==> config.mk <==
export PLATFORM = sky130hd
export DESIGN_NAME = circular_buffer_with_search
export DESIGN_NICKNAME = d
export VERILOG_FILES = /design/src/rtl/cbs_pkg.sv /design/src/rtl/cbs_ram.sv /design/src/rtl/cbs_engine.sv /design/src/rtl/circular_buffer_with_search.sv
export SDC_FILE = /design/constraint.sdc
export NUM_CORES = 1
export LEC_CHECK = 0
export ABC_AREA = 1
export ABC_CLOCK_PERIOD_IN_PS = 5900
export BUFFER_PORTS_ARGS = -buffer_cell sky130_fd_sc_hd__buf_2
export CAP_MARGIN = 20
export CORE_ASPECT_RATIO = 0.8
export CORE_MARGIN = 4
export CORE_UTILIZATION = 35
export CTS_BUF_LIST = sky130_fd_sc_hd__clkbuf_8 sky130_fd_sc_hd__clkbuf_16
export DETAILED_ROUTE_END_ITERATION = 16
export PLACE_DENSITY_LB_ADDON = 0.3
export SETUP_SLACK_MARGIN = 0.05
export SYNTH_ARGS = -nofsm -noshare
export SYNTH_HDL_FRONTEND = slang
export SYNTH_HIERARCHICAL = 1
export SYNTH_SLANG_ARGS = --single-unit
export TNS_END_PERCENT = 50
==> constraint.sdc <==
create_clock -name i_clk -period 5.9 [get_ports i_clk]
set_input_delay 0.295 -clock i_clk [delete_from_list [all_inputs] [get_ports i_clk]]
set_output_delay 0.295 -clock i_clk [all_outputs]
set_load 0.005 [all_outputs]
==> src/rtl/cbs_pkg.sv <==
`timescale 1ns / 1ps
// Shared types and codes for the circular buffer with search.
// No dependencies; used by every module of the block.
package cbs_pkg;

    localparam int DEPTH_DEF   = 16;
    localparam int RING_W      = 5;
    localparam int VALUE_W     = 32;
    localparam int OCC_W       = 4;
    localparam logic [RING_W-1:0] RING_RST = 5'd16;
    localparam logic [RING_W-1:0] RING_MIN = 5'd2;

    // operation codes
    localparam logic [1:0] FN_ADD    = 2'd0;
    localparam logic [1:0] FN_POP    = 2'd1;
    localparam logic [1:0] FN_FIND   = 2'd2;
    localparam logic [1:0] FN_REMOVE = 2'd3;

    // status codes
    localparam logic [1:0] ST_OK       = 2'd0;
    localparam logic [1:0] ST_FULL     = 2'd1;
    localparam logic [1:0] ST_EMPTY    = 2'd2;
    localparam logic [1:0] ST_NOTFOUND = 2'd3;

    typedef struct packed {
        logic signed [VALUE_W-1:0] value;
        logic [1:0]                status;
        logic [OCC_W-1:0]          occupancy;
    } t_result;

endpackage

==> src/rtl/cbs_ram.sv <==
`timescale 1ns / 1ps
// Entry store of the circular buffer: one write port, one read port,
// registered read data. Depends on cbs_pkg.
module cbs_ram #(
    parameter int DEPTH = cbs_pkg::DEPTH_DEF,
    parameter int IW    = (DEPTH > 1) ? $clog2(DEPTH) : 1
) (
    input  logic                         i_clk,
    input  logic                         i_we,
    input  logic [IW-1:0]                i_waddr,
    input  logic [cbs_pkg::VALUE_W-1:0]  i_wdata,
    input  logic [IW-1:0]                i_raddr,
    output logic [cbs_pkg::VALUE_W-1:0]  o_rdata
);

    logic [cbs_pkg::VALUE_W-1:0] r_mem [DEPTH];
    logic [cbs_pkg::VALUE_W-1:0] r_rdata;

    always_ff @(posedge i_clk) begin
        if (i_we) begin
            r_mem[i_waddr] <= i_wdata;
        end
        r_rdata <= r_mem[i_raddr];
    end

    assign o_rdata = r_rdata;

endmodule

==> src/rtl/cbs_engine.sv <==
`timescale 1ns / 1ps
// Queue sequencer: head/tail pointers, scan and compaction over the entry
// store. Depends on cbs_pkg and cbs_ram.
module cbs_engine #(
    parameter int DEPTH = cbs_pkg::DEPTH_DEF
) (
    input  logic                                i_clk,
    input  logic                                i_rst_n,
    input  logic                                i_clr,
    input  logic [cbs_pkg::RING_W-1:0]          i_ring,
    input  logic                                i_start,
    input  logic [1:0]                          i_func,
    input  logic signed [cbs_pkg::VALUE_W-1:0]  i_value,
    output logic                                o_idle,
    output logic                                o_done,
    input  logic                                i_take,
    output cbs_pkg::t_result                    o_result
);

    localparam int IW = (DEPTH > 1) ? $clog2(DEPTH) : 1;
    localparam int PW = IW + 1;

    localparam logic [1:0] S_IDLE = 2'd0;
    localparam logic [1:0] S_SCAN = 2'd1;
    localparam logic [1:0] S_POP  = 2'd2;
    localparam logic [1:0] S_DONE = 2'd3;

    function automatic logic [IW-1:0] f_adv(input logic [IW-1:0] i, input logic [PW-1:0] n);
        logic [PW-1:0] s;
        s = {1'b0, i} + PW'(1);
        f_adv = (s == n) ? '0 : s[IW-1:0];
    endfunction

    logic [1:0]                         r_state, n_state;
    logic [IW-1:0]                      r_head, n_head;
    logic [IW-1:0]                      r_tail, n_tail;
    logic [IW-1:0]                      r_rd, n_rd;
    logic [IW-1:0]                      r_wr, n_wr;
    logic [PW-1:0]                      r_iss, n_iss;
    logic                               r_dv, n_dv;
    logic                               r_hit, n_hit;
    logic [1:0]                         r_func, n_func;
    logic signed [cbs_pkg::VALUE_W-1:0] r_value, n_value;
    logic signed [cbs_pkg::VALUE_W-1:0] r_res, n_res;
    logic [1:0]                         r_status, n_status;

    logic [PW-1:0]                      w_n;
    logic [PW-1:0]                      w_cnt;
    logic                               w_we;
    logic [IW-1:0]                      w_waddr;
    logic [cbs_pkg::VALUE_W-1:0]        w_wdata;
    logic [IW-1:0]                      w_raddr;
    logic [cbs_pkg::VALUE_W-1:0]        w_rdata;

    // ring size is clamped upstream, so it never exceeds DEPTH
    assign w_n   = PW'(i_ring);
    assign w_cnt = (r_tail >= r_head) ? ({1'b0, r_tail} - {1'b0, r_head})
                                      : ({1'b0, r_tail} + w_n - {1'b0, r_head});

    // Compaction writes trail the scan reads by at least one entry, and the
    // queue never fills the ring, so a read and a write never hit one slot.
    cbs_ram #(.DEPTH(DEPTH), .IW(IW)) u_ram (
        .i_clk   (i_clk),
        .i_we    (w_we),
        .i_waddr (w_waddr),
        .i_wdata (w_wdata),
        .i_raddr (w_raddr),
        .o_rdata (w_rdata)
    );

    always_comb begin
        n_state  = r_state;
        n_head   = r_head;
        n_tail   = r_tail;
        n_rd     = r_rd;
        n_wr     = r_wr;
        n_iss    = r_iss;
        n_dv     = r_dv;
        n_hit    = r_hit;
        n_func   = r_func;
        n_value  = r_value;
        n_res    = r_res;
        n_status = r_status;
        w_we     = 1'b0;
        w_waddr  = r_tail;
        w_wdata  = i_value;
        w_raddr  = r_rd;

        unique case (r_state)
            S_IDLE: begin
                if (i_clr) begin
                    n_head = '0;
                    n_tail = '0;
                end else if (i_start) begin
                    n_func  = i_func;
                    n_value = i_value;
                    unique case (i_func)
                        cbs_pkg::FN_ADD: begin
                            if (f_adv(r_tail, w_n) == r_head) begin
                                n_status = cbs_pkg::ST_FULL;
                                n_res    = '0;
                            end else begin
                                w_we     = 1'b1;
                                n_tail   = f_adv(r_tail, w_n);
                                n_status = cbs_pkg::ST_OK;
                                n_res    = i_value;
                            end
                            n_state = S_DONE;
                        end
                        cbs_pkg::FN_POP: begin
                            if (r_head == r_tail) begin
                                n_status = cbs_pkg::ST_EMPTY;
                                n_res    = '0;
                                n_state  = S_DONE;
                            end else begin
                                w_raddr  = r_head;
                                n_head   = f_adv(r_head, w_n);
                                n_status = cbs_pkg::ST_OK;
                                n_state  = S_POP;
                            end
                        end
                        default: begin
                            n_rd    = r_head;
                            n_wr    = r_head;
                            n_iss   = '0;
                            n_dv    = 1'b0;
                            n_hit   = 1'b0;
                            n_state = S_SCAN;
                        end
                    endcase
                end
            end
            S_SCAN: begin
                n_dv = 1'b0;
                if (r_iss != w_cnt) begin
                    w_raddr = r_rd;
                    n_rd    = f_adv(r_rd, w_n);
                    n_iss   = r_iss + PW'(1);
                    n_dv    = 1'b1;
                end
                if (r_dv) begin
                    if (w_rdata == r_value) begin
                        n_hit = 1'b1;
                    end else if (r_func == cbs_pkg::FN_REMOVE) begin
                        w_we    = 1'b1;
                        w_waddr = r_wr;
                        w_wdata = w_rdata;
                        n_wr    = f_adv(r_wr, w_n);
                    end
                end
                if ((r_iss == w_cnt) && !r_dv) begin
                    if ((r_func == cbs_pkg::FN_REMOVE) && r_hit) begin
                        n_tail = r_wr;
                    end
                    n_status = r_hit ? cbs_pkg::ST_OK : cbs_pkg::ST_NOTFOUND;
                    n_res    = r_hit ? r_value : '0;
                    n_state  = S_DONE;
                end
            end
            S_POP: begin
                n_res   = $signed(w_rdata);
                n_state = S_DONE;
            end
            S_DONE: begin
                if (i_take) begin
                    n_state = S_IDLE;
                end
            end
            default: begin
                n_state = S_IDLE;
            end
        endcase
    end

    always_ff @(posedge i_clk) begin
        if (!i_rst_n) begin
            r_state <= S_IDLE;
            r_head  <= '0;
            r_tail  <= '0;
            r_dv    <= 1'b0;
        end else begin
            r_state <= n_state;
            r_head  <= n_head;
            r_tail  <= n_tail;
            r_dv    <= n_dv;
        end
        r_rd     <= n_rd;
        r_wr     <= n_wr;
        r_iss    <= n_iss;
        r_hit    <= n_hit;
        r_func   <= n_func;
        r_value  <= n_value;
        r_res    <= n_res;
        r_status <= n_status;
    end

    assign o_idle              = (r_state == S_IDLE);
    assign o_done              = (r_state == S_DONE);
    assign o_result.value      = r_res;
    assign o_result.status     = r_status;
    assign o_result.occupancy  = cbs_pkg::OCC_W'(w_cnt);

endmodule

==> src/rtl/circular_buffer_with_search.sv <==
`timescale 1ns / 1ps
// Circular buffer with search: ring-buffer queue of signed 32-bit words.
// Add and a failed pop go straight to the result state; a pop first waits for
// its entry-store read; contains/remove-value first scan the queue:
// one entry-store read per stored entry, walked head to tail.
// The next word is taken only after the engine hands its result to the output register and
// returns to idle; a held result stalls the engine.
// Reset empties the queue and sets max_length to 16; the store is not cleared.
module circular_buffer_with_search #(
    parameter int DEPTH = cbs_pkg::DEPTH_DEF
) (
    input  logic                          i_clk,
    input  logic                          i_rst_n,
    // configuration: max_length
    input  logic                          i_cfg_valid,
    output logic                          o_cfg_ready,
    input  logic [cbs_pkg::RING_W-1:0]    i_cfg_data,
    // input stream
    input  logic                          s_axis_tvalid,
    output logic                          s_axis_tready,
    input  logic [31:0]                   s_axis_tdata,  // [31:0] value
    input  logic [1:0]                    s_axis_tuser,  // [1:0] func
    // result stream
    output logic                          m_axis_tvalid,
    input  logic                          m_axis_tready,
    output logic [39:0]                   m_axis_tdata,  // [31:0] result_value, [35:32] occupancy
    output logic [1:0]                    m_axis_tuser   // [1:0] status
);

    logic [cbs_pkg::RING_W-1:0] r_max;
    logic [cbs_pkg::RING_W-1:0] w_ring;
    logic                       w_cfg_wr;
    logic                       w_idle;
    logic                       w_done;
    logic                       w_take;
    logic                       w_start;
    cbs_pkg::t_result           w_result;
    logic                       r_ovalid, n_ovalid;
    cbs_pkg::t_result           r_out;

    // Take config writes only while the engine is idle; a write empties the queue.
    assign o_cfg_ready = w_idle;
    assign w_cfg_wr    = i_cfg_valid && o_cfg_ready;

    always_ff @(posedge i_clk) begin
        if (!i_rst_n) begin
            r_max <= cbs_pkg::RING_RST;
        end else if (w_cfg_wr) begin
            r_max <= i_cfg_data;
        end
    end

    // Clamp the ring size into 2..DEPTH.
    always_comb begin
        if (r_max < cbs_pkg::RING_MIN) begin
            w_ring = cbs_pkg::RING_MIN;
        end else if (32'(r_max) > DEPTH) begin
            w_ring = cbs_pkg::RING_W'(DEPTH);
        end else begin
            w_ring = r_max;
        end
    end

    // Hold off input words while a config write lands so the clear wins cleanly.
    assign s_axis_tready = w_idle && !i_cfg_valid;
    assign w_start       = s_axis_tvalid && s_axis_tready;

    cbs_engine #(.DEPTH(DEPTH)) u_engine (
        .i_clk    (i_clk),
        .i_rst_n  (i_rst_n),
        .i_clr    (w_cfg_wr),
        .i_ring   (w_ring),
        .i_start  (w_start),
        .i_func   (s_axis_tuser),
        .i_value  ($signed(s_axis_tdata)),
        .o_idle   (w_idle),
        .o_done   (w_done),
        .i_take   (w_take),
        .o_result (w_result)
    );

    // Output register: drain the engine whenever the slot is free or emptying,
    // so the engine can start the next word while a result waits here.
    assign w_take = w_done && (!r_ovalid || m_axis_tready);

    always_comb begin
        n_ovalid = r_ovalid;
        if (w_take) begin
            n_ovalid = 1'b1;
        end else if (m_axis_tready) begin
            n_ovalid = 1'b0;
        end
    end

    always_ff @(posedge i_clk) begin
        if (!i_rst_n) begin
            r_ovalid <= 1'b0;
        end else begin
            r_ovalid <= n_ovalid;
        end
        if (w_take) begin
            r_out <= w_result;
        end
    end

    assign m_axis_tvalid = r_ovalid;
    assign m_axis_tdata  = {4'b0000, r_out.occupancy, r_out.value};
    assign m_axis_tuser  = r_out.status;

endmodule
### Word-level counts from Yosys, hierarchy flattened

Memory sizes are Yosys's and may differ from the RTL's. A register that Yosys moved wholly into a read port is not among the register bits.
Cells that the tools add are included.

| word-level totals | value |
|---|---|
| logic and storage cells | 177 |
| memories | 1 |
| input port bits | 44 |
| output and inout bits | 45 |
| bits in registers | 137 |
| memory bits (writable) | 512 |

Memories:

| name | words | width | rd ports | clocked after Yosys merged registers in | wr ports | line | RTL |
|---|---|---|---|---|---|---|---|
| u_engine.u_ram.r_mem | 16 | 32 | 1 | 1 | 1 | cbs_ram.sv:16 | `logic [cbs_pkg::VALUE_W-1:0] r_mem [DEPTH];` |

| cells by class | value |
|---|---|
| reduce and logical (&&, ||, !) cells | 28 |
| $add $sub $neg | 8 |
| bitwise gates (word level) | 1 |
| equal/unequal tests | 31 |
| order comparisons | 3 |
| mux-type cells | 88 |

Operator list:

| cell | count |
|---|---|
| 32-bit 2-to-1 mux | 10 |
| 4-bit 2-to-1 mux | 30 |
| 32-bit one-hot mux with 3 select lines | 1 |
| 32-bit one-hot mux with 2 select lines | 1 |
| 5-bit 2-to-1 mux | 7 |
| 32-bit equality test | 1 |
| 5-bit equality test | 5 |
| 4-bit one-hot mux with 2 select lines | 3 |
| 4-bit by 1-bit adder with 5-bit output (second input constant) | 4 |
| 1-bit 2-to-1 mux | 19 |
| 2-bit 2-to-1 mux | 9 |
| 2-bit by 1-bit != test with 1-bit output (second input constant) | 9 |
| 6-bit AND reduction | 3 |
| 2-bit one-hot mux with 2 select lines | 3 |
| 4-bit AND reduction | 3 |
| 5-bit one-hot mux with 2 select lines | 1 |
| 5-bit AND reduction | 2 |
| 3-bit by 1-bit != test with 1-bit output (second input constant) | 3 |
| 4-bit equality test | 2 |
| 2-bit one-hot mux with 4 select lines | 1 |
| 2-bit nonzero test | 4 |
| 7-bit AND reduction | 1 |
| 2-bit equality test (second input constant) | 3 |
| 1-bit logical AND | 6 |
| 19 further kinds | 28 |

### Longest topological paths before layout

| logic depth | value |
|---|---|
| depth after elaboration | 13 |
| gate-level depth with buffers | 22 |
| mapped depth without buffers | 22 |

### Modules after synthesis

The synthesis kept the hierarchy.

By module, submodules not included:

| module | cells an instance | seq. area each (um^2) | area an instance (um^2) | instances |
|---|---|---|---|---|
| cbs_ram | 2120 | 16015.4 | 22730.6 | 1 |
| cbs_engine | 741 | 2682.6 | 6267.3 | 1 |
| circular_buffer_with_search | 87 | 1261.2 | 1460.2 | 1 |

### Least setup slack after synthesis

OpenSTA, ideal clock, no wires.

| path | value |
|---|---|
| path kind | register to register |
| from | reg r_max[1] (netlist name) |
| to | reg u_engine/r_res[0] (netlist name), enable pin |
| cell stages (with the launch flop) | 21 |
| data required time | 5398 ps |
| path buffers | 0 |
| arrival | 5891 ps |
| slack | -493 ps |
| setup time | 502 ps |
| clock period less this slack | 6393 ps |
| cells stage by stage | dfxtp_1 nor2_1 nand2_1 a21oi_1 inv_1 fa_1 inv_1 ha_1 a21oi_1 nand2_1 nand2_1 nand2_1 nand2_1 nand2_1 nand2_1 nand2_1 nor2_4 nand3_2 nand2_4 inv_1 nor4_1 |

| on the way | value |
|---|---|
| cells in the longest elaborated chain, start to end | 10 |
| elaborated cells between the ends (all ways) | 11 |
| classes of those cells | 2 x add/sub; 2 x order compare; 2 x eq/ne; 3 x mux; 2 x reduce/logical |

Ends and longest elaborated chain:

| what | line | RTL |
|---|---|---|
| from (decl) | circular_buffer_with_search.sv:30 | `logic [cbs_pkg::RING_W-1:0] r_max;` |
| from (signal assigned) | circular_buffer_with_search.sv:47 | `r_max <= cbs_pkg::RING_RST;` |
| from (signal assigned) | circular_buffer_with_search.sv:49 | `r_max <= i_cfg_data;` |
| 5-bit > comparator | circular_buffer_with_search.sv:57 | `end else if (32'(r_max) > DEPTH) begin` |
| 5-bit 2-to-1 mux | circular_buffer_with_search.sv:57 |  |
| 5-bit 2-to-1 mux * | circular_buffer_with_search.sv:55 | `if (r_max < cbs_pkg::RING_MIN) begin` |
| via w_ring, one bit | circular_buffer_with_search.sv:31 | `logic [cbs_pkg::RING_W-1:0] w_ring;` |
| 4-bit by 5-bit adder with 5-bit output * | cbs_engine.sv:58 | `: ({1'b0, r_tail} + w_n - {1'b0, r_head});` |
| 5-bit by 4-bit subtractor with 5-bit output * | cbs_engine.sv:58 |  |
| 5-bit 2-to-1 mux * | cbs_engine.sv:57 | `assign w_cnt = (r_tail >= r_head) ? ({1'b0, r_tail} - {1'b0, r_head})` |
| 5-bit equality test * | cbs_engine.sv:151 | `if ((r_iss == w_cnt) && !r_dv) begin` |
| 1-bit logical AND * | cbs_engine.sv:151 |  |
| 2-bit by 1-bit != test with 1-bit output (no line) * | -- |  |
| 6-bit AND reduction (no line) * | -- |  |
| to (signal assigned) | cbs_engine.sv:193 | `r_res <= n_res;` |
| to (decl) | cbs_engine.sv:44 | `logic signed [cbs_pkg::VALUE_W-1:0] r_res, n_res;` |

The timed path passes the listed nets; every way through them passes the cells marked *.
A chain may end at the register's enable or synchronous reset.

### Final worst setup path

| path | value |
|---|---|
| from | reg r_max[4] (netlist name) |
| to | mem u_engine/u_ram/r_mem[13][18] (netlist name), enable pin |

| on the way | value |
|---|---|
| cells in the longest elaborated chain, start to end | 13 |
| elaborated cells between the ends (all ways) | 14 |
| classes of those cells | 2 x order compare; 2 x eq/ne; 10 x mux |

Ends and longest elaborated chain:

| what | line | RTL |
|---|---|---|
| 5-bit > comparator | circular_buffer_with_search.sv:57 |  |
| 5-bit 2-to-1 mux | circular_buffer_with_search.sv:57 |  |
| 5-bit 2-to-1 mux * | circular_buffer_with_search.sv:55 |  |
| via w_ring, one bit | circular_buffer_with_search.sv:31 |  |
| 5-bit equality test * | cbs_engine.sv:31 | `f_adv = (s == n) ? '0 : s[IW-1:0];` |
| 4-bit 2-to-1 mux * | cbs_engine.sv:31 |  |
| 4-bit equality test * | cbs_engine.sv:99 | `if (f_adv(r_tail, w_n) == r_head) begin` |
| 1-bit 2-to-1 mux * | cbs_engine.sv:99 |  |
| 1-bit 2-to-1 mux * | cbs_engine.sv:97 | `unique case (i_func)` |
| 1-bit 2-to-1 mux * | cbs_engine.sv:94 | `end else if (i_start) begin` |
| 1-bit 2-to-1 mux * | cbs_engine.sv:91 | `if (i_clr) begin` |
| 1-bit one-hot mux with 2 select lines * | cbs_engine.sv:89 | `unique case (r_state)` |
| via u_engine.w_we | cbs_engine.sv:49 | `logic w_we;` |
| 1-bit 2-to-1 mux * | cbs_ram.sv:20 | `if (i_we) begin` |
| 1-bit 2-to-1 mux (not written as such) * | cbs_ram.sv:21 | `r_mem[i_waddr] <= i_wdata;` |
| to (decl) | cbs_ram.sv:16 |  |

Marks and branches as above.

==> summary.md <==
| Metric | Value |
|---|---|
| DR top layer | `met4` |
| H-Tree Depth | `3` |
| CTS resizes | `0` |
| FILL cells | `8351` |
| Antenna-violating nets left | `0` |
| Outcome | `complete, no violations` |
| Worst-path fanout max | `34` |
| Lkg Pwr | `14.5 nW` |
| Row cnt | `96` |
| YS warnings | `6` |
| PnR worst setup slack | `1.28 ns` |
| Critical path launch point type | `register` |
| Part of the cycle the worst path needs | `78.2%` |
| HPWL after detailed placement | `50000 um` |
| Max-Cap Viols | `0` |
| Fin Hold WS | `0.0413 ns` |
| Largest net degree at the start of global routing | `129` |
| Routed via count | `20.8k` |
| Die width | `338 um` |
| Num CTS Buffers | `68` |
| Worst Skew | `0.0256 ns` |
| WS Path Type | `reg2reg` |
| Sink Count | `681` |
| Reg2reg setup slack | `1.28 ns` |
| Setup TNS | `0 ns` |
| HP Class | `in2reg` |
| GRT Residual Overflow | `0` |
| FF-to-FF Start | `r_max[4]` |
| Hold endpoint | `r_max[0]` |
| Post-Route M1 WL | `37400 um` |
| Final nets | `3145` |
| Top cell type's share of synthesized area | `62.3%` |
| Setup violations, final | `0` |
| Power Dens Cells | `449 nW/um^2` |
| Final min period | `4.62 ns` |
| Hold path startpoint | `i_cfg_data[0]` |
| Vias in the first global route | `19.9k` |
| Synth cell types | `46` |
| Register area | `20000 um^2` |
| Slew margin rel. | `26.4%` |
| Layout area overhead | `14.4%` |
| Synthesized cell area | `30500 um^2` |
| Commonest non-fill, non-tap cell in the layout | `nand2_1` |
| Clock-pin slew on the worst setup and hold paths | `0.06 ns` |
| RSZ-0062 raised after global routing | `false` |
| Crit. End Element | `register` |
| I/O Buffers | `84` |
| R2r worst-path depth | `19` |
| Most frequent cells in the layout | `nand2_1, edfxtp_1, inv_1` |
| Fmax | `217 MHz` |
| Routed wire length | `80200 um` |
| Clock Latency Late Sink | `0.61 ns` |
| Ports | `89` |
| Worst EP required | `6.21 ns` |
| First-pass GRT wire length | `123000 um` |
| Placed cell area | `32300 um^2` |
| Post-route DRC | `0` |
| Share of post-route cells with drive strength above 1 | `10.3%` |
| WL met3 | `5290 um` |
| Multi-input logic area | `7940 um^2` |
| Hold path depth | `3` |
| Avg Synthesized Cell Area | `10.3 um^2` |
| Register area share after synthesis | `65.5%` |
| Max clock buf depth | `3` |
| RePlAce Congestion | `0.856` |
| Die Y | `272 um` |
| Yosys top cell by area | `edfxtp_1` |
| Top post-synthesis cells by area | `edfxtp_1, nand2_1, nand3_1` |
| Vias/cell | `4.89` |
| Initial DRC count | `2075` |
| #FFs+latches synth | `681` |
| Ys async rst share | `0%` |
| Ys flop type | `edfxtp_1` |
| Core box area | `86000 um^2` |
| Die ar. | `91800 um^2` |
| WP data arrival | `4.93 ns` |
| Initial antenna violation count | `1` |
| Reg2reg end | `u_engine/u_ram/r_mem[13][18]` |
| Final hold violation count | `0` |
| Syn Inst Count | `2948` |
| DRT Pass-1 Iters | `5` |
| Root Driver | `clkbuf_16` |
| Starting density of the core | `35.4%` |
| Total track usage | `17.4%` |
| VDD IR max | `0.294 mV` |
| Post-synth EDFFs | `632` |
| Worst-margin pin slew | `1.10 ns` |
| Place WS | `1.25 ns` |
| Final max-slew violation count | `0` |
| Routed wl met2 | `35800 um` |
| Final core utilization | `40.5%` |
| CTS tree | `built` |
| # diodes | `0` |
| WL per Instance | `18.8 um` |
| Post-Layout Inst Area | `34800 um^2` |
worst max-delay path, stage by stage (launching register included):
cell	delay (ns)
dfxtp_1	0.46
inv_1	0.10
nand2_1	0.05
a21oi_1	0.53
xnor2_1	0.13
nor2_1	0.12
nand2_1	0.08
nor2_2	0.13
nand2_4	0.10
nand2_1	0.10
nand2_1	0.06
nand2_1	0.08
nor2_2	0.06
nand2_4	0.30
nand2_2	0.11
o31ai_1	0.27
buf_4	0.18
nand3_1	0.31
nor2_4	0.78
buf_4	0.34
cells by family after synthesis:
family                   count (synthesis)  share of synthesized area (%)
AO/OA/AOI/OAI                          168                           3.59
XOR/XNOR                                37                           1.06
buffers and inverters                  647                           9.13
AND/OR/NAND/NOR                       1391                           19.6
adder cells (fa/ha/maj)                 23                           1.07
flip-flops                             681                           65.5
other                                    1                         0.0123
area by class of cell:
type                            instances  share of cell area [%]
Multi-Input combinational cell       1623                    22.8
Clock buffer                           75                    5.19
Inverter                              507                    5.49
Clock inverter                         47                    1.07
Timing Repair Buffer                  197                    4.11
Sequential cell                       681                    57.3
Tap cell                             1127                    4.05
what timing repair did:
action | CTS | global route
hold endpoints to repair | 36 | 0
hold buffers | 36 | 0
buffers inserted | 0 | 0
how the worst max path moves through the flow:
stage / from / to / slack [ns] / depth (start not counted)
2_1_floorplan: r_max[1] / u_engine/r_res[0] / 0.86 / 20
3_3_place_gp: r_max[4] / u_engine/u_ram/r_mem[13][14] / 1.27 / 19
3_5_place_dp: r_max[4] / u_engine/u_ram/r_mem[13][15] / 1.25 / 19
4_1_cts: r_max[4] / u_engine/u_ram/r_mem[13][6] / 1.23 / 19
5_1_grt: r_max[1] / u_engine/u_ram/r_mem[12][10] / 0.89 / 19
6_report: r_max[4] / u_engine/u_ram/r_mem[13][18] / 1.28 / 19
synthesized netlist by cell type, types with 9 or more instances:
| cell type | instances |
|---|---|
| a21oi_1 | 19 |
| a32o_1 | 32 |
| buf_1 | 16 |
| buf_2 | 45 |
| buf_4 | 10 |
| buf_6 | 32 |
| clkbuf_1 | 36 |
| dfxtp_1 | 49 |
| edfxtp_1 | 632 |
| ha_1 | 18 |
| inv_1 | 499 |
| nand2_1 | 827 |
| nand2_2 | 9 |
| nand3_1 | 454 |
| nor2_1 | 62 |
| o21ai_0 | 81 |
| o22ai_1 | 15 |
| xnor2_1 | 27 |
| xor2_1 | 10 |
through the flow:
stage | power [W] | std cells
after floorplan | 0.00989 | 2951
after CTS | 0.0157 | 4256
after global placement | 0.0114 | 4097
after global routing | 0.0166 | 4257
final | 0.0156 | 4257
after detailed placement | 0.0114 | 4098
registers in the layout, summed over array words and instances (netlist names), 2 cells and up:
register,cells
u_engine/u_ram/r_mem,512
m_axis_tdata,36
u_engine/u_ram/o_rdata,32
m_axis_tuser,2
u_engine/r_status,2
u_engine/r_wr,4
u_engine/r_rd,4
u_engine/r_func,2
u_engine/r_value,32
r_max,5
u_engine/r_iss,5
u_engine/r_state,2
u_engine/r_head,4
u_engine/r_tail,4
u_engine/r_res,32
per-layer routing:
metal / vias to the layer above / global-route usage (%)
met3: 111 / 3.39
li1: 9965 / -
met2: 650 / 26.6
met1: 10100 / 25.6
met4: 0 / 3.89
met5: - / 0
power by group:
group,switching [W],internal (W)
logic,0.00366,0.00159
clock network,0.00185,0.00244
registers,0.000326,0.00578
total,0.00584,0.00980
(Power assumes the default switching activity.)
